**src/hdl/tty_line_discipline_assert.svh**
```systemverilog
// Assertion macros for the terminal line discipline.
// The macros expand to nothing when SYNTHESIS is defined; no other dependencies.
`ifndef TTY_LINE_DISCIPLINE_ASSERT_SVH
`define TTY_LINE_DISCIPLINE_ASSERT_SVH
`ifndef SYNTHESIS
// Clocked check that is switched off while reset is asserted.
`define TLD_ASSERT(name, clk, rst_n, prop) \
    name: assert property (@(posedge clk) disable iff (!rst_n) prop) \
        else $error("tld assertion failed");
// Clocked check that also holds during reset.
`define TLD_ASSERT_ALWAYS(name, clk, prop) \
    name: assert property (@(posedge clk) prop) \
        else $error("tld assertion failed");
`else
`define TLD_ASSERT(name, clk, rst_n, prop)
`define TLD_ASSERT_ALWAYS(name, clk, prop)
`endif
`endif

```
**src/hdl/tld_pkg.sv**
```systemverilog
// Shared types and constants for the terminal line discipline.
// Used by the front, queue, back and top-level modules; no dependencies.
package tld_pkg;

    localparam logic [7:0] CHAR_BACKSPACE = 8'd8;
    localparam logic [7:0] CHAR_NEWLINE   = 8'd10;

    localparam logic OP_TYPE = 1'b0;
    localparam logic OP_READ = 1'b1;

    typedef enum logic [1:0] {
        CMD_CHAR,
        CMD_BACKSPACE,
        CMD_NEWLINE,
        CMD_READ
    } t_cmd_kind;

    typedef struct packed {
        t_cmd_kind  kind;
        logic [7:0] ch;
    } t_cmd;

    typedef struct packed {
        logic full;
        logic empty;
    } t_queue_status;

endpackage

```
**src/hdl/tty_line_discipline.sv**
```systemverilog
// Top level of the canonical terminal line discipline.
// Depends on tld_pkg, tld_front, tld_cmd_queue and tld_back.
//
//   channel   direction   handshake              payload
//   input     in          i_valid / o_stall      i_operation, i_char_in
//   result    out         o_valid / i_stall      o_echo_valid, o_echo_char, o_line_ready,
//                                                o_read_valid, o_read_data, o_input_count
//
// A typed character, a backspace or a read of an empty ring gives its result straight
// from the back end's idle state; a read that returns a byte passes through S_READ first.
// For a newline the back end passes through S_MOVE and copies the line, newline included,
// from the line ring into the input ring one byte per cycle through its single read port.
// A two-entry command queue keeps taking items while the back end works or its result is
// stalled, until it is full. Reset is synchronous; no memory clearing pass is needed.
module tty_line_discipline #(
    parameter int RING_SIZE = 256
) (
    input  logic       i_clk,
    input  logic       i_rst_n,
    input  logic       i_valid,
    output logic       o_stall,
    input  logic       i_operation,
    input  logic [7:0] i_char_in,
    output logic       o_valid,
    input  logic       i_stall,
    output logic       o_echo_valid,
    output logic [7:0] o_echo_char,
    output logic       o_line_ready,
    output logic       o_read_valid,
    output logic [7:0] o_read_data,
    output logic [7:0] o_input_count
);
    import tld_pkg::*;

    t_cmd          front_cmd;
    t_cmd          queue_cmd;
    t_queue_status queue_status;
    logic          push;
    logic          pop;

    tld_front u_front (
        .i_valid        (i_valid),
        .o_stall        (o_stall),
        .i_operation    (i_operation),
        .i_char_in      (i_char_in),
        .i_queue_status (queue_status),
        .o_push         (push),
        .o_cmd          (front_cmd)
    );

    tld_cmd_queue u_queue (
        .i_clk    (i_clk),
        .i_rst_n  (i_rst_n),
        .i_push   (push),
        .i_cmd    (front_cmd),
        .i_pop    (pop),
        .o_cmd    (queue_cmd),
        .o_status (queue_status)
    );

    tld_back #(
        .RING_SIZE (RING_SIZE)
    ) u_back (
        .i_clk         (i_clk),
        .i_rst_n       (i_rst_n),
        .i_cmd         (queue_cmd),
        .i_cmd_empty   (queue_status.empty),
        .o_pop         (pop),
        .o_valid       (o_valid),
        .i_stall       (i_stall),
        .o_echo_valid  (o_echo_valid),
        .o_echo_char   (o_echo_char),
        .o_line_ready  (o_line_ready),
        .o_read_valid  (o_read_valid),
        .o_read_data   (o_read_data),
        .o_input_count (o_input_count)
    );

endmodule

```
**src/hdl/tld_front.sv**
```systemverilog
// Front end: accepts input items and classifies them into commands.
// Depends on tld_pkg; feeds tld_cmd_queue.
module tld_front (
    input  logic                  i_valid,
    output logic                  o_stall,
    input  logic                  i_operation,
    input  logic [7:0]            i_char_in,
    input  tld_pkg::t_queue_status i_queue_status,
    output logic                  o_push,
    output tld_pkg::t_cmd         o_cmd
);
    import tld_pkg::*;

    assign o_stall = i_queue_status.full;
    assign o_push  = i_valid && !i_queue_status.full;

    always_comb begin
        o_cmd.ch = i_char_in;
        if (i_operation == OP_READ) begin
            o_cmd.kind = CMD_READ;
        end else if (i_char_in == CHAR_BACKSPACE) begin
            o_cmd.kind = CMD_BACKSPACE;
        end else if (i_char_in == CHAR_NEWLINE) begin
            o_cmd.kind = CMD_NEWLINE;
        end else begin
            o_cmd.kind = CMD_CHAR;
        end
    end

endmodule

```
**src/hdl/tld_cmd_queue.sv**
```systemverilog
// Two-entry command queue between the front end and the back end.
// Depends on tld_pkg.
module tld_cmd_queue (
    input  logic                   i_clk,
    input  logic                   i_rst_n,
    input  logic                   i_push,
    input  tld_pkg::t_cmd          i_cmd,
    input  logic                   i_pop,
    output tld_pkg::t_cmd          o_cmd,
    output tld_pkg::t_queue_status o_status
);
    import tld_pkg::*;

    t_cmd       r_slot [2];
    logic       r_wr_ptr;
    logic       r_rd_ptr;
    logic [1:0] r_count;
    logic       n_wr_ptr;
    logic       n_rd_ptr;
    logic [1:0] n_count;
    logic       do_push;
    logic       do_pop;

    assign o_status.full  = (r_count == 2'd2);
    assign o_status.empty = (r_count == 2'd0);
    assign o_cmd          = r_slot[r_rd_ptr];

    assign do_push = i_push && !o_status.full;
    assign do_pop  = i_pop && !o_status.empty;

    always_comb begin
        n_wr_ptr = do_push ? !r_wr_ptr : r_wr_ptr;
        n_rd_ptr = do_pop ? !r_rd_ptr : r_rd_ptr;
        n_count  = r_count;
        if (do_push && !do_pop) begin
            n_count = r_count + 2'd1;
        end else if (do_pop && !do_push) begin
            n_count = r_count - 2'd1;
        end
    end

    always_ff @(posedge i_clk) begin
        if (!i_rst_n) begin
            r_wr_ptr <= 1'b0;
            r_rd_ptr <= 1'b0;
            r_count  <= 2'd0;
        end else begin
            r_wr_ptr <= n_wr_ptr;
            r_rd_ptr <= n_rd_ptr;
            r_count  <= n_count;
        end
    end

    always_ff @(posedge i_clk) begin
        if (do_push) begin
            r_slot[r_wr_ptr] <= i_cmd;
        end
    end

endmodule

```
**src/hdl/tld_back.sv**
```systemverilog
// Back end: owns the line ring and the input ring and carries out commands.
// Depends on tld_pkg and the assertion macros in tty_line_discipline_assert.svh.
`include "tty_line_discipline_assert.svh"
module tld_back #(
    parameter int RING_SIZE = 256
) (
    input  logic          i_clk,
    input  logic          i_rst_n,
    input  tld_pkg::t_cmd i_cmd,
    input  logic          i_cmd_empty,
    output logic          o_pop,
    output logic          o_valid,
    input  logic          i_stall,
    output logic          o_echo_valid,
    output logic [7:0]    o_echo_char,
    output logic          o_line_ready,
    output logic          o_read_valid,
    output logic [7:0]    o_read_data,
    output logic [7:0]    o_input_count
);
    import tld_pkg::*;

    localparam int AW = $clog2(RING_SIZE);
    localparam int LW = (AW > 8) ? AW : 8;
    localparam logic [AW-1:0] LAST = AW'(RING_SIZE - 1);
    localparam logic [AW-1:0] SIZE_MOD = AW'(RING_SIZE);

    typedef enum logic [1:0] {
        S_IDLE,
        S_READ,
        S_MOVE
    } t_state;

    function automatic logic [AW-1:0] f_next(input logic [AW-1:0] idx);
        f_next = (idx == LAST) ? '0 : idx + AW'(1);
    endfunction

    function automatic logic [AW-1:0] f_prev(input logic [AW-1:0] idx);
        f_prev = (idx == '0) ? LAST : idx - AW'(1);
    endfunction

    // Modular difference; correct for any size since the true length is below RING_SIZE.
    function automatic logic [7:0] f_count(input logic [AW-1:0] head,
                                           input logic [AW-1:0] tail);
        logic [AW-1:0] len;
        logic [LW-1:0] len_ext;
        len     = (tail >= head) ? tail - head : tail + SIZE_MOD - head;
        len_ext = LW'(len);
        f_count = (len_ext > LW'(255)) ? 8'hFF : len_ext[7:0];
    endfunction

    logic [7:0] r_line_mem [RING_SIZE];
    logic [7:0] r_input_mem [RING_SIZE];
    logic [7:0] r_line_rdata;
    logic [7:0] r_input_rdata;

    t_state        r_state, n_state;
    logic [AW-1:0] r_line_head, n_line_head;
    logic [AW-1:0] r_line_tail, n_line_tail;
    logic [AW-1:0] r_in_head, n_in_head;
    logic [AW-1:0] r_in_tail, n_in_tail;
    logic          r_pend, n_pend;
    logic          r_out_valid, n_out_valid;
    logic          r_echo_valid, n_echo_valid;
    logic [7:0]    r_echo_char, n_echo_char;
    logic          r_line_ready, n_line_ready;
    logic          r_read_valid, n_read_valid;
    logic [7:0]    r_read_data, n_read_data;
    logic [7:0]    r_count, n_count;

    logic          line_we;
    logic [7:0]    line_wdata;
    logic          input_we;

    logic line_full;
    logic line_empty;
    logic input_full;
    logic input_empty;
    logic take_cmd;

    assign line_full   = (f_next(r_line_tail) == r_line_head);
    assign line_empty  = (r_line_tail == r_line_head);
    assign input_full  = (f_next(r_in_tail) == r_in_head);
    assign input_empty = (r_in_tail == r_in_head);
    assign take_cmd    = (r_state == S_IDLE) && !r_out_valid && !i_cmd_empty;
    assign o_pop       = take_cmd;

    always_comb begin
        n_state      = r_state;
        n_line_head  = r_line_head;
        n_line_tail  = r_line_tail;
        n_in_head    = r_in_head;
        n_in_tail    = r_in_tail;
        n_pend       = r_pend;
        n_out_valid  = r_out_valid && i_stall;
        n_echo_valid = r_echo_valid;
        n_echo_char  = r_echo_char;
        n_line_ready = r_line_ready;
        n_read_valid = r_read_valid;
        n_read_data  = r_read_data;
        n_count      = r_count;
        line_we      = 1'b0;
        line_wdata   = i_cmd.ch;
        input_we     = 1'b0;

        case (r_state)
            S_IDLE: begin
                if (take_cmd) begin
                    n_echo_valid = 1'b0;
                    n_echo_char  = 8'd0;
                    n_line_ready = 1'b0;
                    n_read_valid = 1'b0;
                    n_read_data  = 8'd0;
                    n_count      = f_count(r_in_head, r_in_tail);
                    case (i_cmd.kind)
                        CMD_CHAR: begin
                            if (!line_full) begin
                                line_we      = 1'b1;
                                n_line_tail  = f_next(r_line_tail);
                                n_echo_valid = 1'b1;
                                n_echo_char  = i_cmd.ch;
                            end
                            n_out_valid = 1'b1;
                        end
                        CMD_BACKSPACE: begin
                            if (!line_empty) begin
                                n_line_tail  = f_prev(r_line_tail);
                                n_echo_valid = 1'b1;
                                n_echo_char  = i_cmd.ch;
                            end
                            n_out_valid = 1'b1;
                        end
                        CMD_NEWLINE: begin
                            if (!line_full) begin
                                line_we      = 1'b1;
                                n_line_tail  = f_next(r_line_tail);
                                n_echo_valid = 1'b1;
                                n_echo_char  = i_cmd.ch;
                            end
                            n_line_ready = 1'b1;
                            n_pend       = 1'b0;
                            n_state      = S_MOVE;
                        end
                        CMD_READ: begin
                            if (input_empty) begin
                                n_out_valid = 1'b1;
                            end else begin
                                // The input memory is read at the head every cycle.
                                n_state = S_READ;
                            end
                        end
                        default: begin
                            n_out_valid = 1'b1;
                        end
                    endcase
                end
            end
            S_READ: begin
                n_read_valid = 1'b1;
                n_read_data  = r_input_rdata;
                n_in_head    = f_next(r_in_head);
                n_count      = f_count(n_in_head, r_in_tail);
                n_out_valid  = 1'b1;
                n_state      = S_IDLE;
            end
            S_MOVE: begin
                // One line byte per cycle: the byte read last cycle is written now unless the input ring is full.
                if (r_pend && !input_full) begin
                    input_we  = 1'b1;
                    n_in_tail = f_next(r_in_tail);
                end
                if (!line_empty) begin
                    n_line_head = f_next(r_line_head);
                    n_pend      = 1'b1;
                end else begin
                    n_pend = 1'b0;
                end
                if (!r_pend && line_empty) begin
                    n_count     = f_count(r_in_head, r_in_tail);
                    n_out_valid = 1'b1;
                    n_state     = S_IDLE;
                end
            end
            default: begin
                n_state = S_IDLE;
            end
        endcase
    end

    always_ff @(posedge i_clk) begin
        if (!i_rst_n) begin
            r_state     <= S_IDLE;
            r_line_head <= '0;
            r_line_tail <= '0;
            r_in_head   <= '0;
            r_in_tail   <= '0;
            r_pend      <= 1'b0;
            r_out_valid <= 1'b0;
        end else begin
            r_state     <= n_state;
            r_line_head <= n_line_head;
            r_line_tail <= n_line_tail;
            r_in_head   <= n_in_head;
            r_in_tail   <= n_in_tail;
            r_pend      <= n_pend;
            r_out_valid <= n_out_valid;
        end
        r_echo_valid <= n_echo_valid;
        r_echo_char  <= n_echo_char;
        r_line_ready <= n_line_ready;
        r_read_valid <= n_read_valid;
        r_read_data  <= n_read_data;
        r_count      <= n_count;
    end

    always_ff @(posedge i_clk) begin
        if (line_we) begin
            r_line_mem[r_line_tail] <= line_wdata;
        end
        r_line_rdata <= r_line_mem[r_line_head];
    end

    always_ff @(posedge i_clk) begin
        if (input_we) begin
            r_input_mem[r_in_tail] <= r_line_rdata;
        end
        r_input_rdata <= r_input_mem[r_in_head];
    end

    assign o_valid       = r_out_valid;
    assign o_echo_valid  = r_echo_valid;
    assign o_echo_char   = r_echo_char;
    assign o_line_ready  = r_line_ready;
    assign o_read_valid  = r_read_valid;
    assign o_read_data   = r_read_data;
    assign o_input_count = r_count;

    `TLD_ASSERT(a_idle_while_result_waits, i_clk, i_rst_n, r_out_valid |-> r_state == S_IDLE)
    `TLD_ASSERT(a_move_keeps_line_tail, i_clk, i_rst_n,
        (r_state == S_MOVE && $past(r_state) == S_MOVE) |-> $stable(r_line_tail))
    `TLD_ASSERT(a_line_empty_after_move, i_clk, i_rst_n,
        (r_out_valid && r_line_ready) |-> r_line_head == r_line_tail)
    `TLD_ASSERT(a_read_has_no_echo, i_clk, i_rst_n,
        (r_out_valid && r_read_valid) |-> !r_echo_valid && !r_line_ready)
    `TLD_ASSERT_ALWAYS(a_no_pend_outside_move, i_clk,
        (i_rst_n && r_state != S_MOVE) |-> !n_pend || take_cmd)

endmodule
```
**config.mk**
```make
export PLATFORM = sky130hd
export DESIGN_NAME = tty_line_discipline
export DESIGN_NICKNAME = d
export VERILOG_FILES = /design/src/hdl/tld_pkg.sv /design/src/hdl/tty_line_discipline.sv /design/src/hdl/tld_front.sv /design/src/hdl/tld_cmd_queue.sv /design/src/hdl/tld_back.sv
export VERILOG_INCLUDE_DIRS = /design/src /design/src/hdl
export SDC_FILE = /design/constraint.sdc
export NUM_CORES = 2
export LEC_CHECK = 0
export BUFFER_PORTS_ARGS = -buffer_cell sky130_fd_sc_hd__buf_2
export CAP_MARGIN = 15
export CORE_MARGIN = 10
export CORE_UTILIZATION = 47
export CTS_BUF_LIST = sky130_fd_sc_hd__clkbuf_16
export DETAILED_ROUTE_END_ITERATION = 8
export HOLD_SLACK_MARGIN = 0.02
export PLACE_DENSITY = 0.6
export SLEW_MARGIN = 20
export SYNTH_ARGS = -nofsm -noshare
export SYNTH_HDL_FRONTEND = slang
export SYNTH_HIERARCHICAL = 1
export SYNTH_MEMORY_MAX_BITS = 65536
export SYNTH_SLANG_ARGS = --single-unit
```
**constraint.sdc**
```tcl
create_clock -name i_clk -period 5.29 [get_ports i_clk]
set_input_delay 0.2645 -clock i_clk [delete_from_list [all_inputs] [get_ports i_clk]]
set_output_delay 0.2645 -clock i_clk [all_outputs]
set_load 0.02 [all_outputs]
```
==> Word-level counts from Yosys, hierarchy flattened <==
Memories as Yosys holds them, arrays and structs flattened. A register that Yosys moved wholly into a read port is not among the register bits.
Index checks and enable logic that the tools add are counted.
{ "classes": {"n_addsub": 9, "multipliers": 0, "n_div": 0, "magnitude_cmp": 2, "n_eq_ne": 23, "n_shift": 0, "mux": 55, "n_bitwise": 1, "reduce_logical": 38} }
{ "ops": {"columns": ["cell", "count"], "rows": [
  ["$mux 8", 14],
  ["$pmux 8 s2", 3],
  ["$add 8x1->8 const B", 4],
  ["$eq 8x8->1", 4],
  ["$eq 8x8->1 const B", 4],
  ["$pmux 8 s3", 1],
  ["$mux 1", 22],
  ["$eq 8x4->1 const B", 2],
  ["$gt 8x8->1 const B", 2],
  ["$mux 2", 8],
  ["$sub 8x8->8", 2],
  ["$logic_and 1x1->1", 10],
  ["$logic_not 1->1", 9],
  ["$eq 2x2->1 const B", 4],
  ["$logic_not 8->1", 1],
  ["$ne 2x2->1 const B", 4],
  ["$pmux 1 s2", 4],
  ["$pmux 2 s2", 2],
  ["$reduce_and 2->1", 4],
  ["$reduce_bool 2->1", 4],
  ["$sub 8x1->8 const B", 1],
  ["$logic_not 2->1", 3],
  ["$ne 3x3->1 const B", 2],
  ["$reduce_and 3->1", 2],
  ["other kinds (10)", 12]
]} }
{ "word_totals": {"regBits": 67, "latchBits": 0, "ramBits": 4116, "rom_bits": 0, "in_bits": 13, "wordCells": 147, "mem_count": 3} }
{ "mem_list": {"columns": ["memory", "depth", "word_bits", "read_ports", "rd_clocked_by_memory_dff", "write_ports", "line_no", "rtl"], "rows": [
  ["u_back.r_input_mem", 256, 8, 1, 1, 1, "tld_back.sv:53", "logic [7:0] r_input_mem [RING_SIZE];"],
  ["u_back.r_line_mem", 256, 8, 1, 1, 1, "tld_back.sv:52", "logic [7:0] r_line_mem [RING_SIZE];"],
  ["u_queue.r_slot", 2, 10, 1, 1, 1, "tld_cmd_queue.sv:14", "t_cmd r_slot [2];"]
]} }

==> Depth between registers and ports, before layout <==
{ "logic_depth": {"word_depth": 9, "ltp_mapped": 17, "depth_no_buf": 16} }

==> Modules after synthesis <==
The synthesis kept the hierarchy.
{ "by_module_without_submodules": {"columns": ["module", "instances", "cells_each", "area_each_um2", "seq_area_each_um2"], "rows": [
  ["tld_back", 1, 7610, 163172.7, 124849.7],
  ["tld_cmd_queue", 1, 57, 945.9, 700.7],
  ["tld_front", 1, 15, 123.9, 0.0]
]} }

==> Least setup slack after synthesis <==
Ideal clock, no wire load.
{ "synth_timing": {"kind": "register -> register", "start": "register u_back.r_line_rdata[0], read port of u_back.r_line_mem", "end": "memory u_back.r_input_mem[0][0], data pin", "setup_time_ns": 0.852, "arrival_time_ns": 3.382, "required_ns": 4.438, "setup_slack_ns": 1.056, "path_stages_with_launch": 1, "synth_period_minus_slack_ns": 4.234, "path_cell_list": "dfxtp_1"} }
{ "synth_rtl": {"columns": ["item", "line_no", "rtl"], "rows": [
  ["start, declared", "tld_back.sv:54", "logic [7:0] r_line_rdata;"],
  ["end, declared", "tld_back.sv:53", null]
]} }
No word-level cell before the write port.

==> Worst setup path after layout <==
{ "layout_timing": {"start": "register u_back.r_line_tail[0]", "end": "memory u_back.r_line_mem[52][1] (enable)"} }
{ "layout_via": {"elab_chain_len": 9, "elab_cells_between_ends": 10, "classes_between": "add/sub (1); eq/ne (2); mux (7)"} }
{ "layout_rtl": {"columns": ["item", "line_no", "rtl"], "rows": [
  ["start, declared", "tld_back.sv:59", "logic [AW-1:0] r_line_tail, n_line_tail;"],
  ["start signal, assigned", "tld_back.sv:202", "r_line_tail <= n_line_tail;"],
  ["$add 8x1->8 or $eq 8x8->1 (tied branches)", "tld_back.sv:35", "f_next = (idx == LAST) ? '0 : idx + AW'(1);"],
  ["$mux 8", "tld_back.sv:35", null],
  ["$eq 8x8->1", "tld_back.sv:81", "assign line_full = (f_next(r_line_tail) == r_line_head);"],
  ["$mux 1", "tld_back.sv:117, tld_back.sv:134", null],
  ["$mux 1", null, null],
  ["$mux 1", "tld_back.sv:108", "if (take_cmd) begin"],
  ["$mux 1", "tld_back.sv:106", "case (r_state)"],
  ["$mux 1", "tld_back.sv:217", "if (line_we) begin"],
  ["$mux 1 (not written as such)", "tld_back.sv:218", "r_line_mem[r_line_tail] <= line_wdata;"],
  ["end, declared", "tld_back.sv:52", null]
]} }
Parallel ways exist; a longest one is shown, timed or not.

==> out/results.ini <==
[run_status]
status = finished with violations
violations = design-rule violations

[synthesis]
syn_nets = 7724
synth-xor-area-share = 0.002186
ys_warn_count = 6
synth_seq_area_share = 0.7644
synth_top_family_by_area = multiplexers
ys_types = 81
synth_fa_ha_area_frac = 0.002301
synth_compound_gate_area_share = 0.02095
synth.mux.area_fraction = 0.1670
syn_inst = 7682
ys_ff_latch = 4200
syn_avg_cell_area_sq_um = 21.38
async_flop_share = 0
synth_area_sq_um = 164200
synth-edff-count = 4143
synth-simple-area-share = 0.02765
ys.flop_type = edfxtp_1

[power_and_ir_drop]
peakVddDrop_v = 0.0004587
powerDensity_nw_per_um2 = 434.2
leakagePower_nw = 55.43

[clocking]
cts_tree = done
cts_num_sinks = 4200
clk_path_buf_depth = 4
clk_latency_ns = 0.98
post_cts_buffers = 0
clkTransAtPathRegs_ns = 0.06
ctsResizeCount = 0
h-tree-depth = 5
clockRootBuffer = clkbuf_16
cts_buffers = 414
holdBufCountCts = 18

[timing]
skew_ns = 0.04815
fmaxAchievable_mhz = 206.7
slew_headroom = 0.1820
rsz0062_at_grt = no
finalSetupViolCount = 0
hold_viol = 0
fin_setup_tns_ns = 0
post-route-min-period_ns = 4.838
drv_slew = 0
tightest_slew_ns = 1.227
finalCritPeriodShare = 0.9145

[drt]
vias = 80011
drc = 2
finalWirelength_mm = 425.1
vias_per_cell = 6.223
drtIter0Drc = 9852
wl_per_cell_um = 33.06
dr.pass1.iters = 9
ant_nets = 0

[floorplan]
die_h_um = 611.1
dieWidth_um = 611.1
core_sq_um = 348600
die_area_sq_um = 373500
ios = 42
row_count = 217
start_util = 0.4711

[global_route]
grt_pass1_vias = 80449
grt_pass1_wl_mm = 611.9
grt_max_degree = 217
globalRouteOverflowTotal = 0
grt.total_usage = 0.2240
antenna_found_initial = 12

[min_path]
hold_start = i_char_in[1]
hold_path_depth = 2
worst_hold_path.endpoint = u_queue/r_slot[1][1]$_DFFE_PP_
hold_path_class = in2reg

[placement]
io_buffer_count = 41
gp_congestion = 0.8970
dp_hpwl_mm = 255.9

[final_layout]
area_growth_pct = 12.12
nNetsFinal = 7942
final_util = 0.5282
n_fill_cell = 26725
drive_above_1_share = 0.2507

[critical_path]
startpoint_type = flip-flop
r2r-end = u_back/r_line_mem[52][1]$_DFFE_PP_
r2r_cells = 12
cp_data_arrival_time_ns = 5.42
worstSetupPathType = reg2reg
end_kind = flip-flop
crit_required_ns = 5.87
reg2reg_slack_ns = 0.45
worstReg2RegStart = u_back/r_line_tail[0]$_SDFFE_PN0P_
cp_max_fo = 13

[job]
maxCapViolations = 0

==> kinds of logic (layout without fill, tap and decap cells) <==
group,Yosys count,after routing
buffers and inverters,511,1082
flip-flops,4200,4200
AND/OR/NAND/NOR,1055,1055
adder cells (fa/ha/maj),29,29
XOR/XNOR,41,41
other,0,6
AO/OA/AOI/OAI,512,512
multiplexers,1334,1334
==> layout by cell type (no fill, tap or decap), types with 19 or more instances in the layout <==
cell type,count
mux2i_1,186
o221ai_1,24
dfxtp_1,36
nand2b_1,20
nor2b_1,25
mux2_2,19
nand4_1,19
nor2_1,606
clkbuf_16,424
o21ai_0,89
ha_1,27
mux4_2,1117
a221oi_1,45
edfxtp_1,4143
clkinv_1,96
inv_1,105
xnor2_1,31
a31oi_1,24
a21oi_1,129
buf_12,49
a22oi_1,41
buf_2,41
buf_4,162
nand2_1,163
o211ai_1,27
clkinv_2,89
nand3_1,74
or3_1,20
nor3_1,38
bufinv_16,44
==> final cells by class <==
type	instances	area [sq um]	area share
multi-input combinational	2971	36400	0.1977
timing repair buffer	273	2665	0.01447
tap	4599	5754	0.03125
clock buffer	424	10610	0.05762
inverter	40	160.2	0.0008697
antenna	6	15.01	0.00008154
clock inverter	345	2927	0.01589
sequential	4200	125600	0.6822
==> layer usage <==
layer  up-vias  share of wire  global-route usage
li1      32544              -                   -
met1     43098           0.40              0.3147
met2      3625           0.49              0.3628
met3       736          0.071             0.03555
met4         8          0.037             0.07440
met5         -        0.00014                   0
==> worst max-delay path by stage <==
stage | depth (start not counted) | startpoint | endpoint
6_report | 12 | u_back/r_line_tail[0]$_SDFFE_PN0P_ | u_back/r_line_mem[52][1]$_DFFE_PP_
5_1_grt | 12 | u_back/r_line_tail[0]$_SDFFE_PN0P_ | u_back/r_line_mem[26][0]$_DFFE_PP_
4_1_cts | 12 | u_back/r_line_tail[0]$_SDFFE_PN0P_ | u_back/r_line_mem[159][3]$_DFFE_PP_
3_5_place_dp | 12 | u_back/r_line_tail[0]$_SDFFE_PN0P_ | u_back/r_line_mem[159][4]$_DFFE_PP_
3_3_place_gp | 12 | u_back/r_line_tail[0]$_SDFFE_PN0P_ | u_back/r_line_mem[159][4]$_DFFE_PP_
2_1_floorplan | 0 | u_back/r_line_rdata[0]$_DFF_P_ | u_back/r_input_mem[0][0]$_DFFE_PP_
==> synth_stat cells, types with 24 or more instances <==
library cell  number  area share
edfxtp_1        4143        0.76
mux4_2          1117        0.15
nor2_1           609       0.014
clkbuf_1         206      0.0047
mux2i_1          186       0.011
nand2_1          170      0.0039
buf_2            146      0.0044
a21oi_1          129      0.0039
o21ai_0           89      0.0027
nand3_1           86      0.0026
dfxtp_1           57      0.0069
a221oi_1          45      0.0024
buf_1             42     0.00096
a22oi_1           41      0.0019
nor3_1            41      0.0012
buf_4             40      0.0018
buf_6             35      0.0024
inv_1             33     0.00075
xnor2_1           31      0.0017
nor2b_1           28      0.0011
ha_1              27      0.0021
mux2_2            27      0.0019
o211ai_1          27      0.0012
a31oi_1           24     0.00091
o221ai_1          24      0.0013
==> sequential cells by signal (all words and copies together) (netlist names), 2 cells and up, named ones only <==
name and count:
u_back/o_read_data 8, u_back/r_line_tail 8, u_back/r_state 2, u_back/r_line_head 8, u_back/r_in_head 8, u_back/r_in_tail 8
u_back/o_input_count 8, u_back/r_line_mem 2048, u_queue/r_count 2, u_back/r_line_rdata 8, u_back/o_echo_char 8, u_back/r_input_mem 2048
u_queue/r_slot 20, u_back/r_input_rdata 8
==> stage by stage <==
stage,total power [mW],cells,hold slack (ns),cell area (sq um),worst slack (ns)
final,79.96,12858,0.08110,184100,0.4525
after floorplan,47.33,7682,0.3821,164200,1.056
after global routing,82.47,12854,0.06025,184100,0.3188
after CTS,80.58,12849,0.02001,184000,0.5691
after detailed placement,51.54,12062,0.4659,170300,0.6070
after global placement,51.31,12062,0.4640,170300,0.5683
==> worst max-delay path, cell delays in order (launching register included) <==
cell and delay, ns:
dfxtp_1 0.54, ha_1 0.46, nand3_1 0.12, buf_4 0.29, a21oi_1 0.17, o21ai_0 0.15
xnor2_1 0.27, nor4_2 0.09, buf_4 0.18, nor2_1 0.10, buf_4 0.34, nand3_1 0.72
nor2_1 0.97
==> where the power goes <==
group          switching [mW]  internal [mW]
sequential              0.794           40.5
clock                    12.5           16.7
combinational            6.93           2.56
No activity file was read; power rests on OpenSTA's default activity.
